===== src/sv/hmbd_pkg.sv =====
package hmbd_pkg;

  typedef enum logic [2:0] {
    PH_START   = 3'd0,
    PH_HEADER  = 3'd1,
    PH_LENBODY = 3'd2,
    PH_CSIZE   = 3'd3,
    PH_CDATA   = 3'd4,
    PH_FOOTER  = 3'd5
  } phase_t;

  localparam logic [1:0] KIND_BODY  = 2'd0;
  localparam logic [1:0] KIND_END   = 2'd1;
  localparam logic [1:0] KIND_ERROR = 2'd2;

  localparam logic [1:0] ERR_NO_COLON = 2'd0;
  localparam logic [1:0] ERR_NO_FRAME = 2'd1;
  localparam logic [1:0] ERR_BAD_SIZE = 2'd2;

  localparam logic [1:0] NUM_IDLE = 2'd0;
  localparam logic [1:0] NUM_DIGITS = 2'd1;
  localparam logic [1:0] NUM_DONE = 2'd2;
  localparam logic [1:0] NUM_BAD = 2'd3;

  localparam logic [7:0] CH_CR    = 8'd13;
  localparam logic [7:0] CH_LF    = 8'd10;
  localparam logic [7:0] CH_COLON = 8'd58;
  localparam logic [7:0] CH_SPACE = 8'd32;
  localparam logic [7:0] CH_PLUS  = 8'd43;
  localparam logic [7:0] CH_MINUS = 8'd45;

  localparam logic [7:0] CL_LEN = 8'd14;
  localparam logic [7:0] TE_LEN = 8'd17;
  localparam logic [7:0] CK_LEN = 8'd7;
  localparam logic [7:0] POS_MAX = 8'd255;

  typedef struct packed {
    logic       is_dec;
    logic       is_hex;
    logic [3:0] nib;
    logic       is_blank;
    logic       is_sptab;
  } cls_t;

  typedef struct packed {
    logic [7:0] data;
    cls_t       cls;
  } item_t;

  typedef struct packed {
    logic [7:0] pos;
    logic       kcl;
    logic       kte;
    logic       kcolon;
    logic       kchk;
    logic       colon_bad;
    logic       vstart;
    logic [7:0] vlen;
    logic [1:0] np;
    logic       neg;
  } line_t;

  typedef struct packed {
    logic       fire;
    logic [1:0] kind;
    logic [7:0] data;
    logic       eom;
    logic [1:0] code;
  } emit_t;

  function automatic cls_t classify(input logic [7:0] c);
    cls_t r;
    r = '0;
    if (c >= "0" && c <= "9") begin
      r.is_dec = 1'b1;
      r.is_hex = 1'b1;
      r.nib = 4'(c - "0");
    end else if (c >= "a" && c <= "f") begin
      r.is_hex = 1'b1;
      r.nib = 4'(c - "a" + 8'd10);
    end else if (c >= "A" && c <= "F") begin
      r.is_hex = 1'b1;
      r.nib = 4'(c - "A" + 8'd10);
    end
    r.is_sptab = (c == CH_SPACE) || (c == 8'd9);
    r.is_blank = (c == CH_SPACE) || (c >= 8'd9 && c <= 8'd13);
    return r;
  endfunction

  function automatic logic [7:0] cl_char(input logic [7:0] p);
    case (p)
      8'd0: return "C";   8'd1: return "o";   8'd2: return "n";   8'd3: return "t";
      8'd4: return "e";   8'd5: return "n";   8'd6: return "t";   8'd7: return "-";
      8'd8: return "L";   8'd9: return "e";   8'd10: return "n";  8'd11: return "g";
      8'd12: return "t";  8'd13: return "h";
      default: return 8'd0;
    endcase
  endfunction

  function automatic logic [7:0] te_char(input logic [7:0] p);
    case (p)
      8'd0: return "T";   8'd1: return "r";   8'd2: return "a";   8'd3: return "n";
      8'd4: return "s";   8'd5: return "f";   8'd6: return "e";   8'd7: return "r";
      8'd8: return "-";   8'd9: return "E";   8'd10: return "n";  8'd11: return "c";
      8'd12: return "o";  8'd13: return "d";  8'd14: return "i";  8'd15: return "n";
      8'd16: return "g";
      default: return 8'd0;
    endcase
  endfunction

  function automatic logic [7:0] ck_char(input logic [7:0] p);
    case (p)
      8'd0: return "c";   8'd1: return "h";   8'd2: return "u";   8'd3: return "n";
      8'd4: return "k";   8'd5: return "e";   8'd6: return "d";
      default: return 8'd0;
    endcase
  endfunction

endpackage


===== src/sv/hmbd_front.sv =====
module hmbd_front (
  input  logic              clk,
  input  logic              rst,
  input  logic              rx_valid,
  input  logic [7:0]        rx_byte,
  output logic              rx_stall,
  output logic              q_valid,
  output hmbd_pkg::item_t   q_item,
  input  logic              q_pop
);
  import hmbd_pkg::*;

  item_t      mem [2];
  logic       wr_ptr;
  logic       rd_ptr;
  logic [1:0] count;
  logic       push;
  logic       pop;

  assign rx_stall = (count == 2'd2);
  assign q_valid  = (count != 2'd0);
  assign push     = rx_valid && !rx_stall;
  assign pop      = q_pop && q_valid;
  assign q_item   = mem[rd_ptr];

  always_ff @(posedge clk) begin
    if (push) begin
      mem[wr_ptr] <= '{data: rx_byte, cls: classify(rx_byte)};
    end
  end

  always_ff @(posedge clk) begin
    if (rst) begin
      wr_ptr <= 1'b0;
      rd_ptr <= 1'b0;
      count  <= 2'd0;
    end else begin
      if (push) wr_ptr <= !wr_ptr;
      if (pop) rd_ptr <= !rd_ptr;
      count <= count + 2'(push) - 2'(pop);
    end
  end

endmodule


===== config.mk =====
export PLATFORM = sky130hd
export DESIGN_NAME = hmbd_front
export DESIGN_NICKNAME = d
export VERILOG_FILES = /design/src/sv/hmbd_pkg.sv /design/src/sv/hmbd_front.sv
export SDC_FILE = /design/constraint.sdc
export NUM_CORES = 1
export LEC_CHECK = 0
export BUFFER_PORTS_ARGS = -buffer_cell sky130_fd_sc_hd__buf_2
export CORE_UTILIZATION = 49
export DETAILED_ROUTE_END_ITERATION = 10
export PLACE_DENSITY = 0.72
export SYNTH_ARGS = -nofsm -noshare
export SYNTH_HDL_FRONTEND = slang
export SYNTH_SLANG_ARGS = --single-unit

===== constraint.sdc =====
create_clock -name clk -period 1.7 [get_ports clk]
set_clock_uncertainty 0.2 [all_clocks]
set_input_delay 0.085 -clock clk [delete_from_list [all_inputs] [get_ports clk]]
set_output_delay 0.085 -clock clk [all_outputs]
set_load 0.005 [all_outputs]

; Word level (Yosys, flattened, before mapping)
; Memory sizes are Yosys's and may differ from the RTL's. A register that Yosys moved wholly into a read port is not among the register bits.
; Cells that the tools add are included.
; W data, S select, Z words.
[totals]
register_bits = 4
input_bits = 12
mem_bits_rw = 32
memories = 1
[op_classes]
order_cmp = 8
n_mux = 10
n_eq_ne = 3
n_reduce_logical = 12
n_addsub = 7
[memory_table]
columns = name, words, word_bits, read_ports, rd_clocked_by_memory_dff, wr, line
row1 = mem, 2, 16, 1, 1, 1, hmbd_front.sv:13  ; item_t mem [2];
[op_table]
columns = cell, count
row1 = $mux W5, 4
row2 = $ge A8 B7 Y1 const B, 2
row3 = $le A8 B7 Y1 const B, 2
row4 = $sub A4 B1 Y4 const B, 3
row5 = $add A4 B4 Y4 const B, 2
row6 = $eq A8 B4 Y1 const B, 1
row7 = $eq A8 B6 Y1 const B, 1
row8 = $ge A8 B4 Y1 const B, 1
row9 = $ge A8 B6 Y1 const B, 1
row10 = $le A8 B4 Y1 const B, 1
row11 = $le A8 B6 Y1 const B, 1
row12 = $logic_and A1 B1 Y1, 6
row13 = $mux W1, 6
row14 = $logic_not A1 Y1, 3
row15 = $add A2 B1 Y2, 1
row16 = $eq A2 B2 Y1 const B, 1
row17 = $logic_or A1 B1 Y1, 2
row18 = $reduce_bool A2 Y1, 1
row19 = $sub A2 B1 Y2, 1

; Logic depth before layout (Yosys ltp)
; Gate-level depths: netlist of run 1.
[depth]
ltp_word = 6
ltp_mapped = 8
depth_no_buf = 8

; Worst setup path after synthesis of run 1
; Ideal clock, no wire load.
[synth_timing]
path_type = register to register
start = register count[0]
end = memory mem[0][0] in the netlist's numbering, enable pin
t_arrival_ns = 1.191
n_path_buf = 0
setup_slack_ns = -0.054
setup_ns = 0.364
stages_incl_launch_ff = 5
path_cell_list = dfxtp_1 -> nand2b_1 -> inv_2 -> or3_1 -> inv_1
[synth_between]
elab_chain_len = 5
[synth_lines]
columns = element, line
row1 = "start, declared", hmbd_front.sv:16  ; logic [1:0] count;
row2 = "start signal, assigned", hmbd_front.sv:40  ; count <= count + 2'(push) - 2'(pop);
row3 = $eq A2 B2 Y1, hmbd_front.sv:20  ; assign rx_stall = (count == 2'd2);
row4 = net rx_stall, hmbd_front.sv:6  ; output logic rx_stall,
row5 = $logic_not A1 Y1, hmbd_front.sv:22  ; assign push = rx_valid && !rx_stall;
row6 = $logic_and A1 B1 Y1, hmbd_front.sv:22
row7 = $mux W1, hmbd_front.sv:27  ; if (push) begin
row8 = $mux W1 (implied by the code), hmbd_front.sv:28  ; mem[wr_ptr] <= '{data: rx_byte, cls: classify(rx_byte)};
row9 = "end, declared", hmbd_front.sv:13
; The timed path passes the listed nets, and every way through them passes these cells.

; Worst setup path in the final report of run 1
[layout_timing]
start = register count[1]
end = register count[1]
[layout_between]
elab_cells_between_ends = 7
classes_between = 2 x add/sub / 1 x eq/ne / 4 x reduce/logical
[layout_lines]
columns = element, line
row1 = $reduce_bool A2 Y1, hmbd_front.sv:21  ; assign q_valid = (count != 2'd0);
row2 = $logic_and A1 B1 Y1, hmbd_front.sv:23  ; assign pop = q_pop && q_valid;
row3 = net pop, hmbd_front.sv:18  ; logic pop;
row4 = $sub A2 B1 Y2, hmbd_front.sv:40
; The timed path passes the listed nets, and every way through them passes these cells.
; A chain may end at the register's enable or synchronous reset.

==> results of run 1 <==
-- through the flow --
step | hold slack, ns | setup TNS [ns] | setup WS (ns) | power, mW | utilization (%)
after CTS | 0.03546 | -0.03405 | -0.03405 | 2.847 | 69.16
after global routing | 0.1034 | -0.2003 | -0.2003 | 2.996 | 69.32
final | 0.07509 | -0.1011 | -0.1011 | 2.851 | 69.32
after global placement | 0.1117 | 0 | 0.007800 | 2.011 | 61.80
after floorplan | -0.04593 | 0 | 0.03051 | 1.688 | -
after detailed placement | 0.1169 | -0.1433 | -0.08668 | 2.043 | 61.80
-- logic make-up (layout without fill, tap and decap cells) --
kind of cell	after synthesis	after routing	share of synthesized area, %
flip-flops	37	37	64.44
XOR/XNOR	2	2	1.064
AND/OR/NAND/NOR	30	30	11.17
multiplexers	16	16	10.94
AO/OA/AOI/OAI	13	13	5.167
buffers and inverters	11	67	2.659
adder cells (fa/ha/maj)	6	6	4.559
-- worst reg2reg max path, cell delays in order, from the launching register on --
cell and delay (ns):
dfxtp_4 0.37, o21a_1 0.19, ha_1 0.28, inv_1 0.04, ha_1 0.17, xor2_1 0.17, and2_1 0.18, nor3_2 0.13
-- path summary, 6_finish.rpt --
kind / slack (ns) / end
setup / recovery: -0.10 / count[1]$_SDFF_PP0_
hold / removal: 0.08 / rd_ptr$_SDFFE_PP0P_
setup reg to reg: -0.10 / count[1]$_SDFF_PP0_
hold reg to reg: 0.35 / wr_ptr$_SDFFE_PP0P_
-- what timing repair did --
item / in CTS / in global routing
buffers inserted: 2 / 0
endpoints found under the hold margin: 25 / 0
resized for setup: 4 / 1
hold buffers: 10 / 0
cloned: 0 / 0
setup endpoints to repair: 15 / 1
pin swaps: 1 / 1
-- cell type report --
class                      count  area [um^2]
sequential                    37         1066
fill                         234        959.7
multi-input combinational     67        554.3
timing repair buffer          50        352.8
clock inverter                 3        65.06
tap                           44        55.05
clock buffer                   5        37.54
inverter                       9        37.54
-- power breakdown --
part | internal, mW | switching [mW] | leakage, nW
sequential | 1.17 | 0.0592 | 0.348
combinational | 0.491 | 0.397 | 0.491
clock | 0.455 | 0.278 | 0.0552
total | 2.12 | 0.734 | 0.894
-- cell usage after synthesis (2+ instances only) --
cell type	instances	area share, %
nand2b_1	3	1.1
inv_1	8	1.8
nand3_1	4	1.2
nand2_1	4	0.91
dfxtp_1	5	6.1
buf_2	2	0.61
nor2_1	3	0.68
or3b_1	2	1.1
a21oi_1	4	1.2
mux2_2	16	11
ha_1	6	4.6
o21a_1	2	0.91
nand3b_1	2	0.91
nor2b_1	3	1.1
o21ai_1	2	0.61
nor3_1	3	0.91
edfxtp_1	32	58
-- placed cells by master, fill, tap and decap left out, types with 2 or more instances in the layout --
master / Yosys / routed
o21a_1: 2 / 2
o21ai_1: 2 / 2
nand2b_1: 3 / 2
ha_1: 6 / 6
bufinv_16: 0 / 2
nand3_1: 4 / 4
inv_1: 8 / 7
buf_12: 0 / 2
dfxtp_1: 5 / 3
buf_2: 2 / 29
nand2_1: 4 / 4
nand3b_1: 2 / 2
nor2b_1: 3 / 3
nor2_1: 3 / 3
nor3_1: 3 / 2
a21oi_1: 4 / 4
dlygate4sd3_1: 0 / 10
or3b_1: 2 / 2
edfxtp_1: 32 / 32
clkbuf_4: 0 / 5
buf_4: 0 / 9
mux2_2: 16 / 16
-- registers in the layout, indices dropped and copies added, names as in the netlist, named ones only --
register	flops
count	2
mem	32
rd_ptr	1
wr_ptr	1
-- per-layer routing --
layer | up-vias | track usage [%]
li1 | 534 | -
met1 | 508 | 21.32
met4 | 0 | 9.302
met5 | - | 0
met2 | 29 | 33.49
met3 | 9 | 4.762
==> results by group, run 1 <==
Critical path
  • CP arrival: 1.85 ns
  • CP max stage cell: dfxtp_4
  • CP startpoint: count[1]$_SDFF_PP0_
  • Most used cell, CP: ha_1
  • Worst Setup End Kind: flop
  • Crit. path cell count: 7
  • Worst-path maximum fanout: 3
  • Worst path bufs/invs: 1
  • Critical Path, Cell by Cell: o21a_1, ha_1, inv_1, ha_1, xor2_1, and2_1, nor3_2
  • Launch point of the worst reg-to-reg path: count[1]$_SDFF_PP0_
  • CP max stage delay: 0.37 ns
  • Crit Path Class: flop to flop
  • Startpoint Class: flop
  • Top Family by Delay on Critical Path: adder cells
  • Worst EP required: 1.75 ns
  • R2R depth: 7

Cells and area
  • Diodes inserted: 0
  • Layout Cells excl Fill: 215
  • Share of cells above drive strength 1: 43.27%
  • Final Instance Area: 0.002168 mm^2
  • Final net count: 188
  • Synth-to-layout area growth: 31.69%

STA
  • Fmax: 555.2 MHz
  • Slew HR: 75.99%
  • Final min period: 1.801 ns
  • # setup viols final: 1
  • Final hold violations: 0
  • Final Max Slew Viols: 0
  • Unrepaired setup endpoints after global routing: true
  • Worst slew pin tran: 0.3592 ns
  • Period utilisation layout: 105.9%
  • Post-layout worst setup margin: -0.1011 ns

Clocking
  • Worst-Skew Late Latency: 0.33 ns
  • Longest Clk Path Bufs: 2
  • TritonCTS clock tree: built
  • CTS root buffer: clkbuf_4
  • Num CTS Buffers: 5
  • CTS clk-pin slew, worst paths: 0.10 ns
  • H-tree levels: 2
  • Sink Count: 37

Die
  • DIE WIDTH: 59.97 um
  • Core ar.: 0.003128 mm^2
  • Die Footprint: 0.003596 mm^2
  • Rows: 20
  • Die H: 59.97 um
  • Initial core utilization: 52.64%
  • Io pins: 30

GRT
  • First-pass GRT wire length: 4754 um
  • Number of global-route vias before repair: 1091
  • All-Layer GR Usage: 19.03%
  • Initial antenna violation count: 0
  • Largest net degree at the start of global routing: 13
  • GRT overflow: 0

Run status
  • Failing checks: negative setup slack
  • Outcome: finished, violations left

Power and ir drop
  • Power Density: 1315 mW/mm^2
  • Max VDD drop: 1234 uV
  • Static leakage: 0.8944 nW

Yosys
  • Synthesized area: 0.001647 mm^2
  • Syn Inst Count: 115
  • Post-synth EDFFs: 32
  • Yosys cell types: 31
  • Post-synthesis register bit count: 37
  • FFs w/ async S/R, synth: 0%
  • Ys flop type: edfxtp_1
  • Synthesized area per cell: 14.32 um^2
  • YS warnings: 0
  • Syn_nets: 133
  • Post-synthesis sequential area ratio: 64.44%

Detailed routing
  • Top Metal Used: met4
  • DR pass1 iterations: 4
  • Wire per inst: 14.15 um
  • Vias: 1080
  • DRC viols: 0
  • Initial drt markers: 15
  • Via density: 5.023
  • WL met3: 90 um
  • Met2 wire length: 1606 um
  • M1 wire length: 1258 um
  • Total Wirelength: 3043 um
  • Final ANT Viol Nets: 0

Hold path
  • Min-delay worst type: input port to flop
  • Hold Startpoint: q_pop
  • Hold depth: 5

Run
  • Max-cap violations: 0

Place
  • Port Buf Inserts: 29
  • GPL Wtd Cong: 0.7940
  • Dpl cell area: 0.001933 mm^2
  • Post-DP HPWL: 2057 um
  • Post-Place Cells: 195
(Power assumes the default switching activity.)
==> run 2: changes to the inputs <==
ABC_AREA = 1   (was default)
CTS_CLUSTER_SIZE = 16   (was default)
SLEW_MARGIN = 20   (was default)
==> run 2 against run 1 <==
Net effect: the run still ends with negative setup slack left; sequential power hardly changed; register-to-register slack better by 0.096 ns; core utilization is 2.4 points lower; setup slack better by 0.096 ns; largest cell class unchanged; non-clock buffer count is 6 lower; critical path type unchanged; synthesized cell count is 3.5% higher; routed wire length is 8.1% lower; global-route usage is 0.75 points lower; critical path depth stayed put.
==> results by group, run 2 <==
Run status
  • Outcome: finished, violations left
  • Failing checks: negative setup slack

Cells and area
  • Final net count: 186 (-1.1%)
  • Most common cell after layout, fill and taps aside: edfxtp_1
  • Diodes inserted: 0 (unchanged)
  • Largest regs: mem: 32 flops, count: 2 flops
  • Layout Cells excl Fill: 213 (-0.93%)
  • Largest register FFs: 32 (unchanged)
  • Largest Register: mem
  • Commonest cells after routing, fill and taps aside: 32 x edfxtp_1, 29 x buf_2, 11 x nand2_1, 9 x mux2_2, 9 x dlygate4sd3_1
  • Synth-to-layout area growth: 26.72%
  • Share of cells above drive strength 1: 42.01% (-1.3 points)

Die
  • DIE WIDTH: 59.84 um (-0.23%)
  • Die H: 59.84 um (-0.23%)
  • Rows: 20 (unchanged)
  • Core ar.: 0.003103 mm^2 (-0.80%)
  • Die Footprint: 0.003580 mm^2 (-0.45%)
  • Io pins: 30 (unchanged)
  • Initial core utilization: 52.82% (+0.18 points)

Detailed routing
  • Wire per inst: 13.14 um (-7.2%)
  • M1 wire length: 1152 um (-8.4%)
  • Via density: 4.934 (-1.8%)
  • Initial drt markers: 32 (+17)
  • Top Metal Used: met4
  • DRC viols: 0 (unchanged)
  • WL met3: 141 um (+57%)
  • Total Wirelength: 2798 um (-8.1%)
  • Final ANT Viol Nets: 0 (unchanged)
  • Vias: 1051 (-2.7%)
  • Met2 wire length: 1472 um (-8.3%)
  • DR pass1 iterations: 4 (unchanged)

Yosys
  • YS warnings: 0 (unchanged)
  • Ranking of synthesized cells by area: edfxtp_1 59%, mux2_2 6.2%, dfxtp_1 6.1%, mux2_1 4.8%, ha_1 4.6%
  • FFs w/ async S/R, synth: 0% (unchanged)
  • Syn Inst Count: 119 (+3.5%)
  • Yosys cell types: 29 (-6.5%)
  • Syn_nets: 137 (+3.0%)
  • Post-synth top cells: 32 x edfxtp_1, 11 x nand2_1, 9 x mux2_2, 9 x nor2_1, 8 x inv_1
  • Synthesized area per cell: 13.77 um^2 (-3.8%)
  • Synthesized area: 0.001639 mm^2 (-0.46%)
  • Post-synth top area cell: edfxtp_1
  • Ys flop type: edfxtp_1
  • Post-synth EDFFs: 32 (unchanged)
  • Post-synthesis register bit count: 37 (unchanged)
  • Top cell type's share of synthesized area: 58.63% (+0.27 points)
  • Most common cell in the synthesized netlist: edfxtp_1
  • Post-synthesis sequential area ratio: 64.73% (+0.30 points)

STA
  • Period utilisation layout: 100.3% (-5.7 points)
  • Final min period: 1.705 ns (-0.09634 ns)
  • Slew HR: 82.80% (+6.8 points)
  • Final Max Slew Viols: 0 (unchanged)
  • Unrepaired setup endpoints after global routing: true
  • Fin Hold WS: 0.04276 ns (-0.03233 ns)
  • Final hold violations: 0 (unchanged)
  • Fmax: 586.6 MHz (+5.7%)
  • Worst slew pin tran: 0.2558 ns (-0.1034 ns)
  • Setup TNS: -0.004800 ns (+0.09634 ns)
  • Post-layout worst setup margin: -0.004800 ns (+0.09634 ns)
  • # setup viols final: 1 (unchanged)

Clocking
  • CTS root buffer: clkbuf_4
  • Worst-Skew Late Latency: 0.34 ns (about the same)
  • TritonCTS clock tree: built
  • Num CTS Buffers: 5 (unchanged)
  • H-tree levels: 2 (unchanged)
  • CTS clk-pin slew, worst paths: 0.11 ns (about the same)
  • Sink Count: 37 (unchanged)
  • Longest Clk Path Bufs: 2 (unchanged)

Critical path
  • Worst EP required: 1.76 ns (about the same)
  • Crit Path Class: flop to flop
  • Startpoint Class: flop
  • Worst Setup End Kind: flop
  • Worst-path maximum fanout: 3 (unchanged)
  • CP arrival: 1.76 ns (-0.09 ns)

Power and ir drop
  • Power Density: 1187 mW/mm^2 (-9.7%)
  • Max VDD drop: 830.2 uV (-33%)
  • Static leakage: 0.8527 nW (-4.7%)

Run
  • Max-cap violations: 0 (unchanged)

Place
  • Port Buf Inserts: 29 (unchanged)
  • Post-DP HPWL: 1791 um (-13%)
  • Post-Place Cells: 194 (-0.51%)
  • GPL Wtd Cong: 0.8101 (+2.0%)

GRT
  • Largest net degree at the start of global routing: 18 (+5)
  • GRT overflow: 0 (unchanged)
  • First-pass GRT wire length: 4540 um (-4.5%)
  • All-Layer GR Usage: 18.28% (-0.75 points)
  • Number of global-route vias before repair: 1040 (-4.7%)
  • Initial antenna violation count: 0 (unchanged)

Hold path
  • Min-delay worst type: input port to flop
==> run 2: through the flow <==
stage / cell area [um^2] / power [mW] / setup WS, ns / util [%]
floorplan: 1644 / 1.650 / 0.04893 / -
global placement: 1883 / 1.902 / 0.04365 / 60.69
detailed placement: 1883 / 1.932 / -0.02248 / 60.69
CTS: 2051 / 2.427 / -0.03126 / 66.09
global route: 2077 / 2.610 / -0.06984 / 66.94
finish: 2077 / 2.466 / -0.004800 / 66.94
==> run 2: timing repair <==
action	4_1_cts	5_1_grt
pin swaps	5	6
endpoints found under the setup margin	1	17
buffers inserted	2	0
hold endpoints to repair	25	0
resized for setup	3	6
hold buffers	9	0
==> run 2: final cells by class <==
type | count | area, um^2
clock buffers | 6 | 41.29
inverters | 11 | 41.29
well taps | 44 | 55.05
fillers | 256 | 1026
clock inverters | 2 | 10.01
repair buffers | 44 | 312.8
multi-input cells | 69 | 553.0
flip-flops and latches | 37 | 1064
==> run 2: critical path, stage by stage, from the launching register on <==
cell and delay, ns:
dfxtp_2 0.36, o21a_1 0.20, ha_1 0.28, inv_1 0.06, ha_4 0.16, xnor2_2 0.15
nor2_1 0.06, nor3b_1 0.16
==> run 2: cell families (layout without fill, tap and decap cells) <==
kind of cell | count (synthesis) | in the layout | share of synthesized area (%)
AO/OA/AOI/OAI | 7 | 7 | 2.977
XOR/XNOR | 1 | 1 | 0.5344
adder cells (fa/ha/maj) | 6 | 6 | 4.580
buffers and inverters | 13 | 63 | 3.511
flip-flops | 37 | 37 | 64.73
multiplexers | 16 | 16 | 10.99
AND/OR/NAND/NOR | 39 | 39 | 12.67
==> run 2: path summary, 6_finish.rpt <==
| kind | start | to | slack, ns | depth (start not counted) |
|---|---|---|---|---|
| max | count[0]$_SDFF_PP0_ | count[1]$_SDFF_PP0_ | -0.005 | 7 |
| min | rx_byte[0] | mem[1][2]$_DFFE_PP_ | 0.04 | 4 |
| max reg2reg | count[0]$_SDFF_PP0_ | count[1]$_SDFF_PP0_ | -0.005 | 7 |
| min reg2reg | rd_ptr$_SDFFE_PP0P_ | rd_ptr$_SDFFE_PP0P_ | 0.37 | 2 |
==> run 2: where the power goes <==
part / total (mW) / leakage (nW) / internal (mW) / switching, mW
Clock: 0.438 / 0.0320 / 0.158 / 0.281
Sequential: 1.22 / 0.344 / 1.17 / 0.0563
Combinational: 0.806 / 0.476 / 0.426 / 0.380
==> run 2: metal layers <==
| layer | up-vias | GRT usage [%] |
|---|---|---|
| met5 | - | 0 |
| met4 | 0 | 5.980 |
| met3 | 3 | 6.710 |
| met2 | 28 | 33.33 |
| met1 | 501 | 19.31 |
| li1 | 519 | - |
==> run 3: changes to the inputs <==
clock period = 1.4 ns   (was 1.7 ns; I/O delays follow)
==> run 3 against run 2 <==
Net effect: critical endpoint unchanged; non-clock buffer count is 15 higher; core utilization increased by 12 points; largest power group is now combinational logic; routed wire length is 34% higher; cell count grew 6.1%; sequential share of layout area fell by 7.5 points; clock-buffer cell count shrank 1; global-route usage rose by 5.9 points; critical path type unchanged; the run still ends with negative setup slack left.
==> results by group, run 3 (synthesis results as in run 2) <==
Detailed routing
  • Via density: 5.248 (+6.4%)
  • DR pass1 iterations: 4 (unchanged)
  • Wire per inst: 16.58 um (+26%)
  • DRC viols: 0 (unchanged)
  • Final ANT Viol Nets: 0 (unchanged)
  • Vias: 1186 (+13%)
  • Total Wirelength: 3748 um (+34%)
  • Initial drt markers: 35 (+9.4%)

Critical path
  • Top Family by Delay on Critical Path: adder cells
  • Crit Path Class: flop to flop
  • Worst Setup End Kind: flop
  • Critical Path, Cell by Cell: o21a_4, ha_4, inv_2, ha_4, xnor2_2, nor2_1, nor3b_2
  • Crit. path cell count: 7 (unchanged)
  • Startpoint Class: flop
  • R2R depth: 7 (unchanged)
  • R2R setup slack: -0.36 ns (-0.36 ns)
  • CP arrival: 1.81 ns (+0.05 ns)
  • Reg2reg end: count[1]$_SDFF_PP0_
  • Worst EP required: 1.44 ns (-0.32 ns)
  • Worst-path maximum fanout: 3 (unchanged)
  • Launch point of the worst reg-to-reg path: count[0]$_SDFF_PP0_
  • Most used cell, CP: ha_4
  • CP max stage cell: dfxtp_4
  • CP max stage delay: 0.37 ns (about the same)
  • Worst path bufs/invs: 1 (unchanged)

Hold path
  • Hold depth: 3 (-1)
  • Min-delay worst type: input port to flop
  • Hold Startpoint: rx_byte[1]
  • Hold EP: mem[0][3]$_DFFE_PP_

Die
  • Die H: 59.84 um (unchanged)
  • DIE WIDTH: 59.84 um (unchanged)
  • Initial core utilization: 52.82% (unchanged)
  • Die Footprint: 0.003580 mm^2 (unchanged)
  • Io pins: 30 (unchanged)
  • Rows: 20 (unchanged)
  • Core ar.: 0.003103 mm^2 (unchanged)

Power and ir drop
  • Max VDD drop: 1402 uV (+69%)
  • Static leakage: 1.032 nW (+21%)
  • Overall power: 3.609 mW (+46%)
  • Power Density: 1475 mW/mm^2 (+24%)

STA
  • Unrepaired setup endpoints after global routing: true
  • Slew HR: 77.91% (-4.9 points)
  • Post-layout worst setup margin: -0.3608 ns (-0.3560 ns)
  • Final Max Slew Viols: 0 (unchanged)
  • Period utilisation layout: 125.8% (+25 points)
  • Final hold violations: 0 (unchanged)
  • Worst slew pin tran: 0.3286 ns (+0.07281 ns)
  • Fmax: 567.9 MHz (-3.2%)
  • # setup viols final: 36 (+35)
  • Setup TNS: -4.462 ns (-4.458 ns)
  • Final min period: 1.761 ns (+0.05597 ns)

Cells and area
  • Synth-to-layout area growth: 49.24%
  • Largest Register: mem
  • Commonest cells after routing, fill and taps aside: 32 x edfxtp_1, 20 x buf_6, 16 x mux2_4, 12 x buf_2
  • Most common cell after layout, fill and taps aside: edfxtp_1
  • Filler cells: 189 (-26%)
  • Largest regs: mem: 32 flops, count: 2 flops
  • Final net count: 201 (+8.1%)
  • Final Util: 78.83% (+12 points)
  • Share of cells above drive strength 1: 53.85% (+12 points)
  • Layout Cells excl Fill: 226 (+6.1%)
  • Multi-input gate area: 654.4 um^2 (+18%)
  • Diodes inserted: 0 (unchanged)
  • Register area: 0.001070 mm^2 (+0.59%)
  • Largest register FFs: 32 (unchanged)

Clocking
  • CTS clk-pin slew, worst paths: 0.11 ns (about the same)
  • H-tree levels: 2 (unchanged)
  • TritonCTS clock tree: built
  • Longest Clk Path Bufs: 2 (unchanged)
  • Worst-Skew Late Latency: 0.33 ns (about the same)
  • Num CTS Buffers: 5 (unchanged)
  • CTS root buffer: clkbuf_4
  • Sink Count: 37 (unchanged)

Run
  • Max-cap violations: 0 (unchanged)

Place
  • GPL Wtd Cong: 0.8012 (-1.1%)
  • Post-DP HPWL: 2170 um (+21%)
  • Port Buf Inserts: 29 (unchanged)
  • Post-Place Cells: 205 (+5.7%)
  • Post-Place Worst Slack: -0.3420 ns (-0.3195 ns)

GRT
  • Largest net degree at the start of global routing: 11 (-7)
  • Number of global-route vias before repair: 1282 (+23%)
  • All-Layer GR Usage: 24.15% (+5.9 points)
  • Initial antenna violation count: 0 (unchanged)
  • First-pass GRT wire length: 5768 um (+27%)
  • GRT overflow: 0 (unchanged)

Run status
  • Outcome: finished, violations left
  • Failing checks: negative setup slack
run 3: cell types whose count changed in the layout (fill, tap and decap cells not counted), moves of 7 or more:
cell	previous run	this run
buf_6	0	20
buf_4	3	11
buf_2	29	12
mux2_4	0	16
mux2_1	7	0
mux2_2	9	0
run 3: through the flow:
step,hold WS [ns],instance area (um^2)
4_1_cts,0.009895,2355
3_3_place_gp,0.09106,1976
2_1_floorplan,-0.06842,1667
5_1_grt,0.02438,2446
3_5_place_dp,0.09187,1976
6_report,0.03350,2446
run 3: layout make-up:
cell class | instances | area share [%]
Sequential cell | 37 | 43.73
Multi-Input combinational cell | 69 | 26.75
Timing Repair Buffer | 59 | 23.84
Tap cell | 44 | 2.251
Inverter | 11 | 1.688
Clock buffer | 5 | 1.535
Clock inverter | 1 | 0.2046
run 3: what timing repair did:
action,CTS,global route
cloned,1,1
buffers inserted,3,0
setup endpoints to repair,29,56
gates resized for setup,42,16
pin swaps,2,6
hold buffers,10,1
endpoints found under the hold margin,23,2
run 3: where the power goes:
part	leakage (nW)	total (mW)	switching, mW	internal, mW
clock	0.0269	0.492	0.318	0.174
combinational	0.660	1.59	0.621	0.967
sequential	0.345	1.53	0.103	1.43
run 3: tightest hold or removal path, delay by kind of cell:
kind,cells,cell delay (ns)
buf+inv,2,0.22
compound gates,1,0.12
run 3: layer usage:
layer  track usage [%]  share of wire, %
met5                 0                 0
met4             17.61               2.6
met3             5.411               4.4
met2             41.11                54
met1             26.25                39
run 3: how the worst max path moves through the flow:
stage / from / to / slack (ns)
3_5_place_dp: count[0]$_SDFF_PP0_ / count[1]$_SDFF_PP0_ / -0.34
3_3_place_gp: count[0]$_SDFF_PP0_ / count[1]$_SDFF_PP0_ / -0.21
5_1_grt: count[0]$_SDFF_PP0_ / count[1]$_SDFF_PP0_ / -0.39
6_report: count[0]$_SDFF_PP0_ / count[1]$_SDFF_PP0_ / -0.36
2_1_floorplan: count[0]$_SDFF_PP0_ / count[1]$_SDFF_PP0_ / -0.22
4_1_cts: count[0]$_SDFF_PP0_ / count[1]$_SDFF_PP0_ / -0.31
